<file path="src/sv/multichannel_terminal_rx_latch_macros.svh">
// Assertion macros used by the terminal top-level RTL file.
`ifndef MULTICHANNEL_TERMINAL_RX_LATCH_MACROS_SVH
`define MULTICHANNEL_TERMINAL_RX_LATCH_MACROS_SVH

// Same-cycle implication, checked outside reset.
`define MTRL_ASSERT_NOW(lbl, clk, rst, ante, cons) \
  lbl: assert property (@(posedge clk) disable iff (rst) (ante) |-> (cons)) \
    else $error("assertion failed: same-cycle check");

// Next-cycle implication, checked outside reset.
`define MTRL_ASSERT_NEXT(lbl, clk, rst, ante, cons) \
  lbl: assert property (@(posedge clk) disable iff (rst) (ante) |=> (cons)) \
    else $error("assertion failed: next-cycle check");

`endif

</file>
<file path="src/sv/mtrl_pkg.sv">
// Types and constants of the multichannel terminal.
`timescale 1ns / 1ps
package mtrl_pkg;

  localparam int BYTE_W   = 8;
  localparam int ADDR_W   = 11;
  localparam int CHSEL_W  = 3;
  localparam int LEVEL_W  = 3;
  localparam int MASK_W   = 8;

  typedef enum logic [1:0] {
    FUNC_READ  = 2'd0,
    FUNC_WRITE = 2'd1,
    FUNC_RX    = 2'd2
  } func_e;

  typedef enum logic [1:0] {
    RX_LATCHED = 2'd0,
    RX_DROPPED = 2'd1,
    RX_REFUSED = 2'd2,
    RX_NONE    = 2'd3
  } rx_outcome_e;

  typedef enum logic [1:0] {
    CFG_VECTOR_BASE = 2'd0,
    CFG_PRIO_LEVEL  = 2'd1
  } cfg_reg_e;

  localparam logic [7:0] OFF_STATUS = 8'h00;
  localparam logic [7:0] OFF_RXDATA = 8'h02;
  localparam logic [7:0] OFF_TXDATA = 8'h04;

  localparam logic [7:0] ST_RX_READY = 8'h01;
  localparam logic [7:0] ST_TX_EMPTY = 8'h02;

  localparam logic [7:0] CHAR_CR = 8'h0D;
  localparam logic [7:0] CHAR_LF = 8'h0A;

  localparam logic [7:0]         RESET_VECTOR_BASE = 8'd70;
  localparam logic [LEVEL_W-1:0] RESET_PRIO_LEVEL  = 3'd4;

  typedef struct packed {
    logic             up;
    logic [BYTE_W-1:0] vector;
  } irq_t;

endpackage

</file>
<file path="src/sv/mtrl_if.sv">
// Request, result and configuration channel interfaces of the terminal.
`timescale 1ns / 1ps
interface mtrl_in_if;
  logic        valid;
  logic        ready;
  logic [1:0]  func;
  logic [10:0] address;
  logic [7:0]  data_in;

  modport source (output valid, func, address, data_in, input ready);
  modport sink   (input valid, func, address, data_in, output ready);
endinterface

interface mtrl_out_if;
  logic       valid;
  logic       ready;
  logic [7:0] read_data;
  logic       tx_valid;
  logic [2:0] tx_channel;
  logic [7:0] tx_byte;
  logic [1:0] rx_outcome;
  logic [7:0] rx_free_mask;
  logic [2:0] irq_level;
  logic [7:0] irq_vector;

  modport source (output valid, read_data, tx_valid, tx_channel, tx_byte, rx_outcome,
                  rx_free_mask, irq_level, irq_vector, input ready);
  modport sink   (input valid, read_data, tx_valid, tx_channel, tx_byte, rx_outcome,
                  rx_free_mask, irq_level, irq_vector, output ready);
endinterface

interface mtrl_cfg_if;
  logic       valid;
  logic       ready;
  logic [1:0] index;
  logic [7:0] data;

  modport source (output valid, index, data, input ready);
  modport sink   (input valid, index, data, output ready);
endinterface

</file>
<file path="src/sv/mtrl_irq_enc.sv">
// Priority encoder: lowest ready channel picks the interrupt vector.
`timescale 1ns / 1ps
module mtrl_irq_enc
  import mtrl_pkg::*;
#(
  parameter int NUM_CH = 8
) (
  input  logic [NUM_CH-1:0] ready_flags,
  input  logic [7:0]        vector_base,
  output irq_t              irq
);

  always_comb begin
    irq.up     = 1'b0;
    irq.vector = '0;
    // scan from the top so the lowest ready channel wins
    for (int i = NUM_CH - 1; i >= 0; i--) begin
      if (ready_flags[i]) begin
        irq.up     = 1'b1;
        irq.vector = vector_base + 8'(i);
      end
    end
  end

endmodule

</file>
<file path="src/sv/multichannel_terminal_rx_latch.sv">
// Top level of the eight-channel byte terminal with receive latches.
//
//   channel  | dir | payload                                  | accepted when
//   cfg      | in  | index, data                              | valid & ready
//   item     | in  | func, address, data_in                   | valid & ready
//   result   | out | read_data, tx_*, rx_outcome, mask, irq_* | valid & ready
//
// One request per cycle; the channel state update and the priority encode of
// the ready flags run in the cycle a request is taken; its result enters the
// result register in the cycle after. A request is taken while the result
// register is empty or being drained, so a stalled sink holds the request side.
// Synchronous reset clears the latches and flags; cfg is always ready.
`timescale 1ns / 1ps
`include "multichannel_terminal_rx_latch_macros.svh"
module multichannel_terminal_rx_latch
  import mtrl_pkg::*;
#(
  parameter int NUM_CHANNELS = 8
) (
  input logic        clk,
  input logic        rst,
  mtrl_cfg_if.sink   cfg,
  mtrl_in_if.sink    item,
  mtrl_out_if.source result
);

  // channels beyond eight cannot be addressed by the three channel bits
  localparam int NCH  = (NUM_CHANNELS < 8) ? NUM_CHANNELS : 8;
  localparam int CH_W = $clog2(NCH);

  logic [7:0]         vec_base;
  logic [LEVEL_W-1:0] prio_level;

  logic [7:0]    rx_latch [NCH];
  logic [NCH-1:0] rdy;
  logic [NCH-1:0] prev_cr;

  logic [NCH-1:0] rdy_next;
  logic [NCH-1:0] prev_cr_next;
  logic           latch_we;

  logic            acc;
  logic [2:0]      ch;
  logic [7:0]      off;
  logic            present;
  logic [CH_W-1:0] ch_idx;

  logic [7:0]     read_data_next;
  logic           tx_valid_next;
  logic [2:0]     tx_channel_next;
  logic [7:0]     tx_byte_next;
  rx_outcome_e    outcome_next;
  logic [7:0]     mask_next;
  irq_t           irq;

  assign cfg.ready  = 1'b1;
  assign item.ready = !result.valid || result.ready;
  assign acc        = item.valid && item.ready;

  assign ch      = item.address[10:8];
  assign off     = item.address[7:0];
  assign present = (int'(ch) < NUM_CHANNELS);
  assign ch_idx  = ch[CH_W-1:0];

  always_comb begin
    rdy_next        = rdy;
    prev_cr_next    = prev_cr;
    latch_we        = 1'b0;
    read_data_next  = '0;
    tx_valid_next   = 1'b0;
    tx_channel_next = '0;
    tx_byte_next    = '0;
    outcome_next    = RX_NONE;
    case (func_e'(item.func))
      FUNC_READ: begin
        if (present) begin
          if (off == OFF_STATUS) begin
            read_data_next = (rdy[ch_idx] ? ST_RX_READY : 8'h00) | ST_TX_EMPTY;
          end else if (off == OFF_RXDATA) begin
            read_data_next   = rx_latch[ch_idx];
            rdy_next[ch_idx] = 1'b0;
          end
        end
      end
      FUNC_WRITE: begin
        if (present && off == OFF_TXDATA) begin
          tx_valid_next   = 1'b1;
          tx_channel_next = ch;
          tx_byte_next    = item.data_in;
        end
      end
      FUNC_RX: begin
        if (!present || rdy[ch_idx]) begin
          outcome_next = RX_REFUSED;
        end else if (item.data_in == CHAR_LF && prev_cr[ch_idx]) begin
          prev_cr_next[ch_idx] = 1'b0;
          outcome_next         = RX_DROPPED;
        end else begin
          prev_cr_next[ch_idx] = (item.data_in == CHAR_CR);
          rdy_next[ch_idx]     = 1'b1;
          latch_we             = 1'b1;
          outcome_next         = RX_LATCHED;
        end
      end
      default: begin
      end
    endcase
    mask_next          = '0;
    mask_next[NCH-1:0] = ~rdy_next;
  end

  mtrl_irq_enc #(
    .NUM_CH(NCH)
  ) u_irq_enc (
    .ready_flags(rdy_next),
    .vector_base(vec_base),
    .irq        (irq)
  );

  always_ff @(posedge clk) begin
    if (rst) begin
      vec_base   <= RESET_VECTOR_BASE;
      prio_level <= RESET_PRIO_LEVEL;
    end else if (cfg.valid) begin
      case (cfg_reg_e'(cfg.index))
        CFG_VECTOR_BASE: vec_base   <= cfg.data;
        CFG_PRIO_LEVEL:  prio_level <= cfg.data[LEVEL_W-1:0];
        default: begin
        end
      endcase
    end
  end

  always_ff @(posedge clk) begin
    if (rst) begin
      rdy     <= '0;
      prev_cr <= '0;
      for (int i = 0; i < NCH; i++) begin
        rx_latch[i] <= '0;
      end
    end else if (acc) begin
      rdy     <= rdy_next;
      prev_cr <= prev_cr_next;
      if (latch_we) begin
        rx_latch[ch_idx] <= item.data_in;
      end
    end
  end

  always_ff @(posedge clk) begin
    if (rst) begin
      result.valid <= 1'b0;
    end else if (acc) begin
      result.valid <= 1'b1;
    end else if (result.ready) begin
      result.valid <= 1'b0;
    end
  end

  // result payload: hold while stalled, load on every taken request
  always_ff @(posedge clk) begin
    if (acc) begin
      result.read_data    <= read_data_next;
      result.tx_valid     <= tx_valid_next;
      result.tx_channel   <= tx_channel_next;
      result.tx_byte      <= tx_byte_next;
      result.rx_outcome   <= outcome_next;
      result.rx_free_mask <= mask_next;
      result.irq_level    <= irq.up ? prio_level : '0;
      result.irq_vector   <= irq.up ? irq.vector : '0;
    end
  end

  `MTRL_ASSERT_NEXT(a_acc_gives_result, clk, rst, acc, result.valid)
  `MTRL_ASSERT_NOW(a_tx_not_rx, clk, rst, result.valid && result.tx_valid, result.rx_outcome == RX_NONE)
  `MTRL_ASSERT_NOW(a_mask_tracks_flags, clk, rst, result.valid, result.rx_free_mask[NCH-1:0] == ~rdy)
  `MTRL_ASSERT_NOW(a_irq_needs_ready, clk, rst, result.valid && result.irq_level != 3'd0, !(&result.rx_free_mask[NCH-1:0]))

endmodule
</file>
<file path="src/flat_wrapper.sv">
// flat-port wrapper written by rule: the top's interface ports become plain ports
module multichannel_terminal_rx_latch_flat import mtrl_pkg::*;
#(
  parameter int NUM_CHANNELS = 8
)
  (clk, rst, cfg_valid, cfg_index, cfg_data, cfg_ready, item_valid, item_func, item_address, item_data_in, item_ready, result_valid, result_read_data, result_tx_valid, result_tx_channel, result_tx_byte, result_rx_outcome, result_rx_free_mask, result_irq_level, result_irq_vector, result_ready);
  mtrl_cfg_if cfg_i ();
  mtrl_in_if item_i ();
  mtrl_out_if result_i ();
  input logic clk;
  input logic rst;
  input wire logic [$bits(cfg_i.valid)-1:0] cfg_valid;
  input wire logic [$bits(cfg_i.index)-1:0] cfg_index;
  input wire logic [$bits(cfg_i.data)-1:0] cfg_data;
  output wire logic [$bits(cfg_i.ready)-1:0] cfg_ready;
  input wire logic [$bits(item_i.valid)-1:0] item_valid;
  input wire logic [$bits(item_i.func)-1:0] item_func;
  input wire logic [$bits(item_i.address)-1:0] item_address;
  input wire logic [$bits(item_i.data_in)-1:0] item_data_in;
  output wire logic [$bits(item_i.ready)-1:0] item_ready;
  output wire logic [$bits(result_i.valid)-1:0] result_valid;
  output wire logic [$bits(result_i.read_data)-1:0] result_read_data;
  output wire logic [$bits(result_i.tx_valid)-1:0] result_tx_valid;
  output wire logic [$bits(result_i.tx_channel)-1:0] result_tx_channel;
  output wire logic [$bits(result_i.tx_byte)-1:0] result_tx_byte;
  output wire logic [$bits(result_i.rx_outcome)-1:0] result_rx_outcome;
  output wire logic [$bits(result_i.rx_free_mask)-1:0] result_rx_free_mask;
  output wire logic [$bits(result_i.irq_level)-1:0] result_irq_level;
  output wire logic [$bits(result_i.irq_vector)-1:0] result_irq_vector;
  input wire logic [$bits(result_i.ready)-1:0] result_ready;
  assign cfg_i.valid = cfg_valid;
  assign cfg_i.index = cfg_index;
  assign cfg_i.data = cfg_data;
  assign cfg_ready = cfg_i.ready;
  assign item_i.valid = item_valid;
  assign item_i.func = item_func;
  assign item_i.address = item_address;
  assign item_i.data_in = item_data_in;
  assign item_ready = item_i.ready;
  assign result_valid = result_i.valid;
  assign result_read_data = result_i.read_data;
  assign result_tx_valid = result_i.tx_valid;
  assign result_tx_channel = result_i.tx_channel;
  assign result_tx_byte = result_i.tx_byte;
  assign result_rx_outcome = result_i.rx_outcome;
  assign result_rx_free_mask = result_i.rx_free_mask;
  assign result_irq_level = result_i.irq_level;
  assign result_irq_vector = result_i.irq_vector;
  assign result_i.ready = result_ready;
  multichannel_terminal_rx_latch #(.NUM_CHANNELS(NUM_CHANNELS)) u_core (.clk(clk), .rst(rst), .cfg(cfg_i), .item(item_i), .result(result_i));
endmodule
</file>
<file path="config.mk">
export PLATFORM = sky130hd
export DESIGN_NAME = multichannel_terminal_rx_latch_flat
export DESIGN_NICKNAME = d
export VERILOG_FILES = /design/src/sv/mtrl_pkg.sv /design/src/sv/mtrl_if.sv /design/src/sv/mtrl_irq_enc.sv /design/src/sv/multichannel_terminal_rx_latch.sv /design/src/flat_wrapper.sv
export VERILOG_INCLUDE_DIRS = /design/src /design/src/sv
export SDC_FILE = /design/constraint.sdc
export NUM_CORES = 1
export LEC_CHECK = 0
export BUFFER_PORTS_ARGS = -buffer_cell sky130_fd_sc_hd__buf_4
export CORE_MARGIN = 5
export CORE_UTILIZATION = 29
export CTS_CLUSTER_SIZE = 8
export DETAILED_ROUTE_END_ITERATION = 8
export PLACE_DENSITY = 0.51
export SKIP_CTS_REPAIR_TIMING = 1
export SYNTH_ARGS = -nofsm -noshare
export SYNTH_HDL_FRONTEND = slang
export SYNTH_HIERARCHICAL = 1
export SYNTH_SLANG_ARGS = --single-unit
</file>
<file path="constraint.sdc">
create_clock -name clk -period 3.72 [get_ports clk]
set_clock_uncertainty 0.05 [all_clocks]
set_input_delay 0.372 -clock clk [delete_from_list [all_inputs] [get_ports clk]]
set_output_delay 0.372 -clock clk [all_outputs]
set_load 0.005 [all_outputs]
</file>
Word level (Yosys, flattened, before mapping)
Memory sizes are Yosys's and may differ from the RTL's.
Cells that the tools add are included.
- output and inout bits: 44
- memories: 1
- register bits after elaboration: 69
- RAM bits: 64
- input bits: 36
- muxes and demuxes: 41
- bitwise operators: 7
- eq/ne operators: 7
- add/sub/neg operators: 7
- order comparisons: 2
- reductions and logical operators: 15
- memory list (name ; words ; width ; read ports ; clocked after memory_dff ; wr ports ; line ; source):
    u_core.rx_latch ; 8 ; 8 ; 1 ; 0 ; 8 ; multichannel_terminal_rx_latch.sv:34 ; logic [7:0] rx_latch [NCH];
- operators by type and width (cell ; count):
    $mux 9 ; 8
    $mux 8 ; 8
    $add 8x3->8 const B ; 4
    $mux 1 ; 19
    $add 8x2->8 const B ; 2
    $and 8x8->8 ; 2
    $eq 8x4->1 const B ; 2
    $not 8->8 ; 2
    $pmux 8 s2 ; 1
    $add 8x1->8 const B ; 1
    $bwmux 8 ; 1
    $eq 8x2->1 const B ; 1
    $eq 8x3->1 const B ; 1
    $logic_not 8->1 ; 1
    $or 8x8->8 ; 1
    $reduce_or 8->1 ; 1
    $bmux 1 s3 ; 2
    $reduce_and 2->1 ; 3
    $eq 2x1->1 const B ; 2
    $logic_not 2->1 ; 2
    $lt 3x4->1 const B ; 1
    $demux 1 s3 ; 1
    $ge 3x1->1 const B ; 1
    $logic_and 1x1->1 ; 3
    8 further kinds ; 9

Logic depth before layout (Yosys ltp)
Gate-level depths: netlist (run 1).
- depth in word-level cells: 17
- mapped depth: 15

Hierarchy
Netlist (run 1), hierarchy kept.
- modules (own cells, without submodules) (module ; seq. area each (um^2) ; area an instance (um^2) ; instances ; cells an instance):
    multichannel_terminal_rx_latch ; 3713.6 ; 6064.6 ; 1 ; 503
    mtrl_irq_enc ; 0.0 ; 1199.9 ; 1 ; 197

Least setup slack after synthesis (run 1)
No wires, ideal clock.
- path type: input to register
- from: input item_address[5]
- to: register u_core/result.irq_vector[7] in the netlist's numbering (data pin)
- cell stages on the path: 11
- setup time: 255 ps
- path slack: 521 ps
- arrival: 2894 ps
- path buffers: 0
- cell sequence: or4_4 > nor4_2 > nand2_1 > a32o_1 > nand3b_1 > a21oi_1 > mux2i_1 > a31oi_1 > o221ai_1 > a211oi_1 > and2_1
- RTL lines (element ; line ; source):
    from (decl) ; flat_wrapper.sv:18 ; input wire logic [$bits(item_i.address)-1:0] item_address;
    to (signal assigned) ; multichannel_terminal_rx_latch.sv:170 ; result.irq_vector <= irq.up ? irq.vector : '0;
    to (decl) ; mtrl_if.sv:27 ; rx_free_mask, irq_level, irq_vector, input ready);

==> results of run 1 <==
-- cells in the mapped netlist, drive strengths merged (7+ instances only) --
cell	count
a21oi	29
a221oi	11
a22oi	12
a31oi	13
a32o	8
a32oi	9
and2	23
and3	7
buf	25
clkbuf	27
dfxtp	28
edfxtp	105
ha	9
inv	19
mux2	14
mux2i	25
nand2	56
nand3	18
nand4	12
nor2	68
nor2b	7
nor3	37
nor3b	8
o211ai	9
o21ai	26
o31ai	8
xnor2	8
-- report_power, final --
group / internal [mW] / switching (mW)
combinational: 0.148 / 0.224
sequential: 1.65 / 0.0212
clock: 0.938 / 0.712
-- sequential cells by signal, summed over array words and instances, names as in the netlist, 3 cells and up --
| signal | flops |
|---|---|
| u_core/prev_cr | 8 |
| u_core/result.rx_free_mask | 8 |
| u_core/rx_latch | 64 |
| u_core/result.read_data | 8 |
| u_core/result.tx_byte | 8 |
| u_core/prio_level | 3 |
| u_core/result.irq_vector | 8 |
| u_core/rdy | 8 |
| u_core/result.irq_level | 3 |
| u_core/vec_base | 8 |
| u_core/result.tx_channel | 3 |
-- per-stage QoR --
step | total power [mW] | hold slack, ps | worst slack [ps] | util (%) | instances
after floorplan | 1.90 | 386 | 521 | - | 700
after global placement | 2.08 | 397 | 277 | 33.7 | 1105
after detailed placement | 2.08 | 403 | 245 | 33.7 | 1105
after CTS | 3.72 | 117 | 557 | 36.0 | 1137
after global routing | 3.83 | 131 | 235 | 36.0 | 1137
final | 3.70 | 128 | 516 | 36.0 | 1137
-- kinds of logic (layout without fill, tap and decap cells) --
family,after synthesis,in the layout,share of synthesized area [%]
simple gates,263,263,18.5
flops,133,133,51.1
mux,40,40,5.98
xor+xnor,14,14,1.69
compound gates,168,168,16.7
fa+ha+maj,9,9,1.55
buf+inv,72,179,4.44
other cells,1,1,0.0516
-- layer usage --
layer	vias to the layer above	part of all wire [%]	GRT usage, %
met2	257	43	23.3
met4	0	2.0	5.33
met3	30	7.6	3.22
met5	-	0	0
li1	2856	-	-
met1	2876	47	23.8
-- cell type report --
cell class	count	area (um2)
clock buffer	18	429
clock inverter	14	141
fill	2484	15900
inverter	20	75.1
multi-input combinational	495	3240
sequential	133	3710
tap	330	413
timing repair buffer	127	953
-- tightest hold or removal path, cell delays in order --
cell and delay (ps):
buf_4 80, mux2i_1 60, nand2_1 60
-- worst max path at each step --
stage | startpoint | endpoint | depth (start not counted)
3_3_place_gp | item_address[8] | u_core/result.irq_vector[1] | 11
5_1_grt | u_core/rdy[1] | u_core/result.irq_vector[2] | 12
2_1_floorplan | item_address[5] | u_core/result.irq_vector[7] | 11
4_1_cts | u_core/rdy[0] | u_core/result.irq_vector[1] | 10
6_report | u_core/rdy[0] | u_core/result.irq_vector[1] | 10
3_5_place_dp | item_address[8] | u_core/result.irq_vector[1] | 11
==> metrics.yaml, run 1 <==
status:
  status: "completed"
cts:
  clockBufferDepth: 2
  clkSlewWorstSetupHoldPaths_ps: 60
  insertion_delay_ps: 430
  htreeDepth: 4
  cts_tree: "yes"
  cts_buffers: 17
  cts.sinks: 133
  cts_root_buf: "clkbuf_16"
grt:
  grt_overflow: 0
  grt_pass1_wl_um: 35100
  grt_start_max_net_pins: 29
  grt_pass1_vias: 5672
  gr-usage-all-layers_pct: 16.0
  antenna_found_initial: 0
synth:
  synthCells: 700
  syn-cell-area_mm2: 0.00726
  yosysTopAreaCell: "edfxtp_1"
  synth_top_area_share_pct: 43.4
  synth_fp_nets: 745
  synthArstFlopShare_pct: 0
  ys_ff_latch: 133
  synth_area_per_cell_um2: 10.4
  synth-main-ff-cell: "edfxtp_1"
  synth_edf_count: 105
  ys.warnings.count: 6
  ys_seq_area_share_pct: 51.1
  synth.distinct_cells: 71
  synthTopCellsByArea: "edfxtp_1, dfxtp_1, nor2_1"
timing:
  setup_tns_ps: 0
  hold_viol_final: 0
  setup_viol: 0
  rsz0062_at_grt: "no"
  fin_crit_sh_pct: 86.1
  period_needed_ps: 3200
  slew_headroom_pct: 42.0
  report.final.slew_viol_count: 0
  fmax_mhz: 312
  tightest_slew_ps: 868
floorplanning:
  core_mm2: 0.0249
  rows: 58
  ios: 80
  initial_core_util_pct: 29.2
  dieHeight_um: 168
  dieArea_mm2: 0.0283
  die_x_um: 168
worst_setup_path:
  rr_worst_depth: 10
  r2r_end: "u_core/result.irq_vector[1]"
  r2r_slack_ps: 520
  path_cells: "mux2_2, a222oi_1, and3_1, a32o_1, nand2b_1, o211ai_1, a221o_1, a221oi_1, o22ai_1, and2_1"
  cp.buffers_inverters: 0
  cp_slowest_stage_delay_ps: 410
  path_delay_family: "compound AO/OA/AOI/OAI gates"
  reg2reg_from: "u_core/rdy[0]"
  end_kind: "register"
  startpoint_type: "register"
  cp.required_ps: 3850
  cp.arrival_ps: 3340
  path_max_fanout: 8
  critPathKind: "reg -> reg"
  cpMaxStageDelayCell: "a222oi_1"
power_and_ir_drop:
  p_per_area_mw_per_mm2: 412
  ir_worst_vdd_mv: 0.311
  leakage_nw: 3.23
route:
  drt_first_pass_iters: 5
  wl_um: 22600
  vias: 6019
  drtIter0Drc: 543
  antenna_left: 0
  drc_errors: 0
  wire_per_inst_um: 19.9
  via_per_inst: 5.29
placed_design:
  place_area_mm2: 0.00839
  port_buffers: 78
  gp_congestion: 0.886
  dp_hpwl_um: 16300
min_path:
  worstHoldPathType: "in -> reg"
  hold_end: "u_core/vec_base[6]"
  holdPathStages: 3
  worstHoldStart: "cfg_data[6]"
final_layout:
  drive_above_1_share_pct: 23.2
  final_common_cell: "buf_4"
  most-common-layout-cells: "buf_4, edfxtp_1, nor2_1, nand2_1, nor3_1"
  diodes: 0
  stdcell_area_mm2: 0.00896
  area_growth_pct: 23.4
  finalNetCount: 839
job:
  cap_violations: 0
Power figures use the tool's default switching activity.
==> inputs of run 2 (changes only) <==
--- a/config.mk
+++ b/config.mk
@@ -15,5 +15,4 @@
 export SKIP_CTS_REPAIR_TIMING = 1
 export SYNTH_ARGS = -nofsm -noshare
 export SYNTH_HDL_FRONTEND = slang
-export SYNTH_HIERARCHICAL = 1
 export SYNTH_SLANG_ARGS = --single-unit
==> constraint.sdc (replaced) <==
create_clock -name clk -period 3.72 [get_ports clk]
set_clock_uncertainty 0.05 [all_clocks]
set_input_delay 0.558 -clock clk [delete_from_list [all_inputs] [get_ports clk]]
set_output_delay 0.558 -clock clk [all_outputs]
set_load 0.005 [all_outputs]
==> run 2 against run 1 <==
Against the previous run: register-to-register slack gained 80 ps; critical path type is now in -> reg; hold slack better by 160 ps; via count decreased by 9.2%; maximum frequency is 3.9% lower; cell count down 4.9%; worst setup slack got worse by 130 ps; design area is 4.2% lower; sequential power grew 3%; critical endpoint is now u_core.result.irq_vector[6]; critical path depth grew 2; clock power increased by 2%.
==> metrics.yaml, run 2 <==
status:
  status: "completed"  # unchanged
synth:
  ys_seq_area_share_pct: 54.7  # was 51.1%
  synthTopCellsByArea: "edfxtp_1, dfxtp_1, and2_1"  # was edfxtp_1, dfxtp_1, nor2_1
  ys.warnings.count: 0  # was 6
  yosysTopAreaCell: "edfxtp_1"  # unchanged
  synth_edf_count: 105  # unchanged
  synth_fp_nets: 682  # was 745
  synth-main-ff-cell: "edfxtp_1"  # unchanged
  synth_area_per_cell_um2: 10.7  # was 10.4 um2
  synthCells: 637  # was 700
  synthArstFlopShare_pct: 0  # unchanged
  synthTopCellsByCount: "edfxtp_1, and2_1, nor2_1, nand2_1, o21ai_0"  # was edfxtp_1, nor2_1, nand2_1, nor3_1, a21oi_1
  synth.distinct_cells: 70  # was 71
  ys_ff_latch: 133  # unchanged
  syn-cell-area_mm2: 0.00679  # was 0.00726 mm2
  yosysMostFrequentCell: "edfxtp_1"  # unchanged
  synth_top_area_share_pct: 46.4  # was 43.4%
job:
  cap_violations: 0  # unchanged
worst_setup_path:
  path_cells: "buf_4, nor4_1, nand2_1, or4b_1, o21bai_4, o21ai_2, clkinv_1, buf_4, nand2_1, a221oi_2, o211ai_1, a221o_1"  # was mux2_2, a222oi_1, and3_1, a32o_1, nand2b_1, o211ai_1, a221o_1, a221oi_1, o22ai_1, and2_1
  cp.arrival_ps: 3450  # was 3340 ps
  cp.required_ps: 3840  # was 3850 ps
  end_kind: "register"  # unchanged
  critPathKind: "in -> reg"  # was reg -> reg
  rr_worst_depth: 9  # was 10
  path_max_fanout: 10  # was 8
  cp_slowest_stage_delay_ps: 600  # was 410 ps
  startpoint_type: "input port"  # was register
  cpMaxStageDelayCell: "or4b_1"  # was a222oi_1
power_and_ir_drop:
  pwr-share-clk_pct: 43.5  # was 44.6%
  p_comb_share_pct: 12.2  # was 10.1%
  switching_share_pct: 25.5  # was 25.9%
  ir_worst_vdd_mv: 0.289  # was 0.311 mV
  leakage_nw: 3.25  # was 3.23 nW
  switchingPower_mw: 0.992  # was 0.957 mW
  p_per_area_mw_per_mm2: 453  # was 412 mW/mm2
  finalPower_mw: 3.89  # was 3.70 mW
  p_seq_share_pct: 44.2  # was 45.3%
  internal_power_mw: 2.89  # was 2.74 mW
min_path:
  holdPathStages: 2  # was 3
  worstHoldPathType: "in -> reg"  # unchanged
grt:
  grt_overflow: 0  # unchanged
  grt_pass1_wl_um: 32400  # was 35100 um
  gr-usage-all-layers_pct: 16.0  # about the same
  grt_start_max_net_pins: 58  # was 29
  antenna_found_initial: 0  # unchanged
  grt_pass1_vias: 5653  # was 5672
floorplanning:
  die_x_um: 163  # was 168 um
  dieArea_mm2: 0.0266  # was 0.0283 mm2
  ios: 80  # unchanged
  initial_core_util_pct: 29.2  # about the same
  rows: 56  # was 58
  core_mm2: 0.0233  # was 0.0249 mm2
  dieHeight_um: 163  # was 168 um
route:
  drtIter0Drc: 340  # was 543
  dr_wl_met3_um: 948  # was 1710 um
  vias: 5463  # was 6019
  met2_length_um: 10600  # was 9680 um
  drc_errors: 0  # unchanged
  antenna_left: 0  # unchanged
  highest_layer: "met4"  # unchanged
  wire_per_inst_um: 19.5  # was 19.9 um
  drt_first_pass_iters: 5  # unchanged
  wl_um: 21100  # was 22600 um
  wl_met1_um: 9030  # was 10700 um
  via_per_inst: 5.05  # was 5.29
timing:
  period_needed_ps: 3340  # was 3200 ps
  hold_viol_final: 0  # unchanged
  report.final.slew_viol_count: 0  # unchanged
  slew_headroom_pct: 37.8  # was 42.0%
  setup_viol: 0  # unchanged
  rsz0062_at_grt: "no"  # unchanged
  fin_crit_sh_pct: 89.7  # was 86.1%
  fmax_mhz: 300  # was 312 MHz
  tightest_slew_ps: 926  # was 868 ps
cts:
  clkSlewWorstSetupHoldPaths_ps: 60  # about the same
  htreeDepth: 4  # unchanged
  cts_tree: "yes"  # unchanged
  cts.sinks: 133  # unchanged
  cts_root_buf: "clkbuf_16"  # unchanged
  insertion_delay_ps: 420  # was 430 ps
  clockBufferDepth: 2  # unchanged
  cts_buffers: 17  # unchanged
placed_design:
  place_area_mm2: 0.00799  # was 0.00839 mm2
  gp_congestion: 0.895  # was 0.886
  port_buffers: 78  # unchanged
  dp_hpwl_um: 15500  # was 16300 um
  placed_cells: 1049  # was 1105
final_layout:
  multi_input_area_mm2: 0.00287  # was 0.00324 mm2
  regArea_mm2: 0.00371  # unchanged
  drive_above_1_share_pct: 23.5  # was 23.2%
  largest_register_ffs: 64  # unchanged
  fill_cells: 2371  # was 2484
  layoutNonFillerInstCount: 1081  # was 1137
  finalNetCount: 794  # was 839
  most-common-layout-cells: "buf_4, edfxtp_1, and2_1, nor2_1, nand2_1"  # was buf_4, edfxtp_1, nor2_1, nand2_1, nor3_1
  final_common_cell: "buf_4"  # unchanged
  regMostFlops: "u_core.rx_latch"  # was u_core/rx_latch
  stdcell_area_mm2: 0.00858  # was 0.00896 mm2
  diodes: 0  # unchanged
  area_growth_pct: 26.4  # was 23.4%
[run 2: logic make-up (layout without fill, tap and decap cells)]
group / after synthesis / after routing / share of synthesized area [%]
AND/OR/NAND/NOR: 246 / 246 / 18.8
AO/OA/AOI/OAI: 166 / 166 / 17.2
flip-flops: 133 / 133 / 54.7
buffers and inverters: 51 / 176 / 3.19
multiplexers: 19 / 19 / 2.91
XOR/XNOR: 12 / 12 / 1.55
adder cells (fa/ha/maj): 9 / 9 / 1.66
other: 1 / 1 / 0.0552
[run 2: critical path: cells and delay by family]
family,cells,cell delay [ps]
AOI/OAI and AO/OA,5,1240
and+or+nand+nor,4,1200
buffers and inverters,3,440
[run 2: layout make-up]
type	instances	share of cell area [%]
Clock buffer	20	5.20
Clock inverter	12	1.68
Inverter	19	0.860
Multi-Input combinational cell	453	33.4
Sequential cell	133	43.3
Tap cell	319	4.65
Timing Repair Buffer	125	10.9
[run 2: metrics by stage]
step	hold WS, ps	util, %	setup TNS [ps]	setup slack (ps)
finish	291	36.9	0	385
detailed placement	399	34.4	-45.8	-38.4
CTS	281	36.9	0	387
floorplan	377	-	0	519
global route	284	36.9	0	134
global placement	384	34.4	0	1.52
[run 2: worst paths after layout]
kind,endpoint,slack [ps],from
worst max-delay path,u_core.result.irq_vector[6],380,item_data_in[5]
worst min-delay path,u_core.vec_base[6],290,cfg_data[6]
worst max register to register,u_core.result.irq_vector[6],600,u_core.rdy[5]
worst min register to register,u_core.prev_cr[4],410,u_core.prev_cr[4]
[run 2: power groups by stage]
stage | registers, mW | logic [mW] | clock network, mW
finish | 1.72 | 0.476 | 1.69
global route | 1.72 | 0.518 | 1.80
CTS | 1.72 | 0.480 | 1.72
detailed placement | 1.75 | 0.478 | 0
global placement | 1.75 | 0.480 | 0
floorplan | 1.74 | 0.251 | 0
[run 2: layer usage]
metal  up-vias  track usage, %
met5         -               0
met4         0            5.60
met3        32            3.31
met2       165            27.9
met1      2666            19.5
li1       2600               -
==> inputs of run 3 (changes only) <==
--- a/config.mk
+++ b/config.mk
@@ -7,7 +7,6 @@
 export NUM_CORES = 1
 export LEC_CHECK = 0
 export BUFFER_PORTS_ARGS = -buffer_cell sky130_fd_sc_hd__buf_4
-export CORE_MARGIN = 5
 export CORE_UTILIZATION = 29
 export CTS_CLUSTER_SIZE = 8
 export DETAILED_ROUTE_END_ITERATION = 8
==> run 3 against run 2 <==
Against the previous run: die area is 9.6% lower; clock power increased by 8%; first-iteration DRC count is 11% higher; flip-flop and latch count is the same; highest routed layer unchanged.
==> metrics.yaml, run 3 (same netlist as run 2, synthesis figures left out) <==
status:
  status: "completed"  # unchanged
power_and_ir_drop:
  p_seq_share_pct: 42.8  # was 44.2%
  switchingPower_mw: 1.01  # was 0.992 mW
  internal_power_mw: 3.00  # was 2.89 mW
  switching_share_pct: 25.2  # was 25.5%
  pwr-share-clk_pct: 45.4  # was 43.5%
  p_per_area_mw_per_mm2: 470  # was 453 mW/mm2
  p_comb_share_pct: 11.8  # was 12.2%
  ir_worst_vdd_mv: 0.281  # was 0.289 mV
  leakage_nw: 3.21  # was 3.25 nW
  finalPower_mw: 4.01  # was 3.89 mW
job:
  cap_violations: 0  # unchanged
cts:
  clkSlewWorstSetupHoldPaths_ps: 60  # about the same
  clockBufferDepth: 2  # unchanged
  cts.sinks: 133  # unchanged
  htreeDepth: 4  # unchanged
  cts_root_buf: "clkbuf_16"  # unchanged
  insertion_delay_ps: 420  # about the same
  cts_buffers: 17  # unchanged
  cts_tree: "yes"  # unchanged
floorplanning:
  dieArea_mm2: 0.0240  # was 0.0266 mm2
  dieHeight_um: 155  # was 163 um
  initial_core_util_pct: 29.8  # was 29.2%
  ios: 80  # unchanged
  die_x_um: 155  # was 163 um
  rows: 55  # was 56
  core_mm2: 0.0228  # was 0.0233 mm2
worst_setup_path:
  cp.required_ps: 3830  # was 3840 ps
  cpMaxStageDelayCell: "o21ai_2"  # was or4b_1
  path_max_fanout: 21  # was 10
  end_kind: "register"  # unchanged
  critPathKind: "in -> reg"  # unchanged
  cp.buffers_inverters: 2  # was 3
  path_delay_family: "compound AO/OA/AOI/OAI gates"  # unchanged
  cp_slowest_stage_delay_ps: 370  # was 600 ps
  r2r_slack_ps: 600  # about the same
  startpoint_type: "input port"  # unchanged
  cp.arrival_ps: 3360  # was 3450 ps
  path_cells: "buf_4, mux2_2, a221oi_1, o2111ai_1, o21bai_4, o21ai_2, clkinv_1, nand3_1, a21oi_1, a2111oi_0, o21ai_0"  # was buf_4, nor4_1, nand2_1, or4b_1, o21bai_4, o21ai_2, clkinv_1, buf_4, nand2_1, a221oi_2, o211ai_1, a221o_1
final_layout:
  finalNetCount: 782  # was 794
  regMostFlops: "u_core.rx_latch"  # unchanged
  most-common-layout-cells: "buf_4, edfxtp_1, and2_1, nor2_1, nand2_1"  # unchanged
  largest_register_ffs: 64  # unchanged
  area_growth_pct: 25.4  # was 26.4%
  final_common_cell: "buf_4"  # unchanged
  diodes: 0  # unchanged
  drive_above_1_share_pct: 22.1  # was 23.5%
placed_design:
  port_buffers: 78  # unchanged
  place_ws_ps: 92.2  # was -38.4 ps
  dp_hpwl_um: 15400  # was 15500 um
  gp_congestion: 0.890  # was 0.895
grt:
  grt_pass1_vias: 5411  # was 5653
  met2_usage_pct: 30.3  # was 27.9%
  grt_overflow: 0  # unchanged
  grt.busiest_layer: "met2"  # unchanged
  grt_start_max_net_pins: 58  # unchanged
  antenna_found_initial: 0  # unchanged
  grtUsageMet3_pct: 3.43  # was 3.31%
  grt_pass1_wl_um: 32900  # was 32400 um
  gr-usage-all-layers_pct: 18.5  # was 16.0%
  grtUsageMet1_pct: 24.4  # was 19.5%
route:
  drt_first_pass_iters: 5  # unchanged
  drc_errors: 0  # unchanged
  wire_per_inst_um: 20.2  # was 19.5 um
  wl_um: 21500  # was 21100 um
  vias: 5549  # was 5463
  antenna_left: 0  # unchanged
  via_per_inst: 5.22  # was 5.05
  drtIter0Drc: 378  # was 340
timing:
  setup_tns_ps: 0  # unchanged
  fin_crit_sh_pct: 87.4  # was 89.7%
  period_needed_ps: 3250  # was 3340 ps
  hold_viol_final: 0  # unchanged
  rsz0062_at_grt: "no"  # unchanged
  setup_ws_ps: 469  # was 385 ps
  setup_viol: 0  # unchanged
  tightest_slew_ps: 1020  # was 926 ps
  fin_hold_ws_ps: 288  # was 291 ps
  slew_headroom_pct: 31.7  # was 37.8%
  report.final.slew_viol_count: 0  # unchanged
  fmax_mhz: 308  # was 300 MHz
min_path:
  worstHoldPathType: "in -> reg"  # unchanged
run 3: cell types whose count changed in the layout (fill, tap and decap cells not counted), sizes merged:
cell,delta
buf,-12
bufinv,+2
clkbuf,-2
clkinv,+2
inv,-2
run 3: final cells by class:
| cell class | count | area, um2 |
|---|---|---|
| fill | 2246 | 14300 |
| multi-input combinational | 453 | 2860 |
| clock buffer | 18 | 429 |
| sequential | 133 | 3710 |
| clock inverter | 14 | 200 |
| tap | 313 | 392 |
| timing repair buffer | 113 | 848 |
| inverter | 19 | 73.8 |
run 3: power by group through the flow:
| stage | combinational [mW] | clock (mW) | sequential (mW) |
|---|---|---|---|
| floorplan | 0.251 | 0 | 1.74 |
| CTS | 0.474 | 1.85 | 1.72 |
| finish | 0.473 | 1.82 | 1.72 |
| global route | 0.516 | 1.91 | 1.72 |
| detailed placement | 0.472 | 0 | 1.75 |
| global placement | 0.474 | 0 | 1.75 |
run 3: layer usage:
metal  vias to the layer above  part of all wire [%]
li1                       2575                     -
met2                       200                    49
met5                         -                     0
met1                      2746                    44
met4                         0                   1.8
met3                        28                   5.2
run 3: path summary, 6_finish.rpt:
path / from / to / depth (start not counted)
worst min-delay path: cfg_data[6] / u_core.vec_base[6] / 2
worst max register to register: u_core.rdy[7] / u_core.result.irq_vector[2] / 10
worst max-delay path: item_address[9] / u_core.result.irq_vector[2] / 11
worst min register to register: u_core.prev_cr[4] / u_core.prev_cr[4] / 2
run 3: stage by stage:
stage	cells	util, %	instance area (um2)
finish	1063	37.4	8520
global route	1063	37.4	8520
CTS	1063	37.4	8520
detailed placement	1031	34.6	7890
global placement	1031	34.6	7890
floorplan	637	-	6790
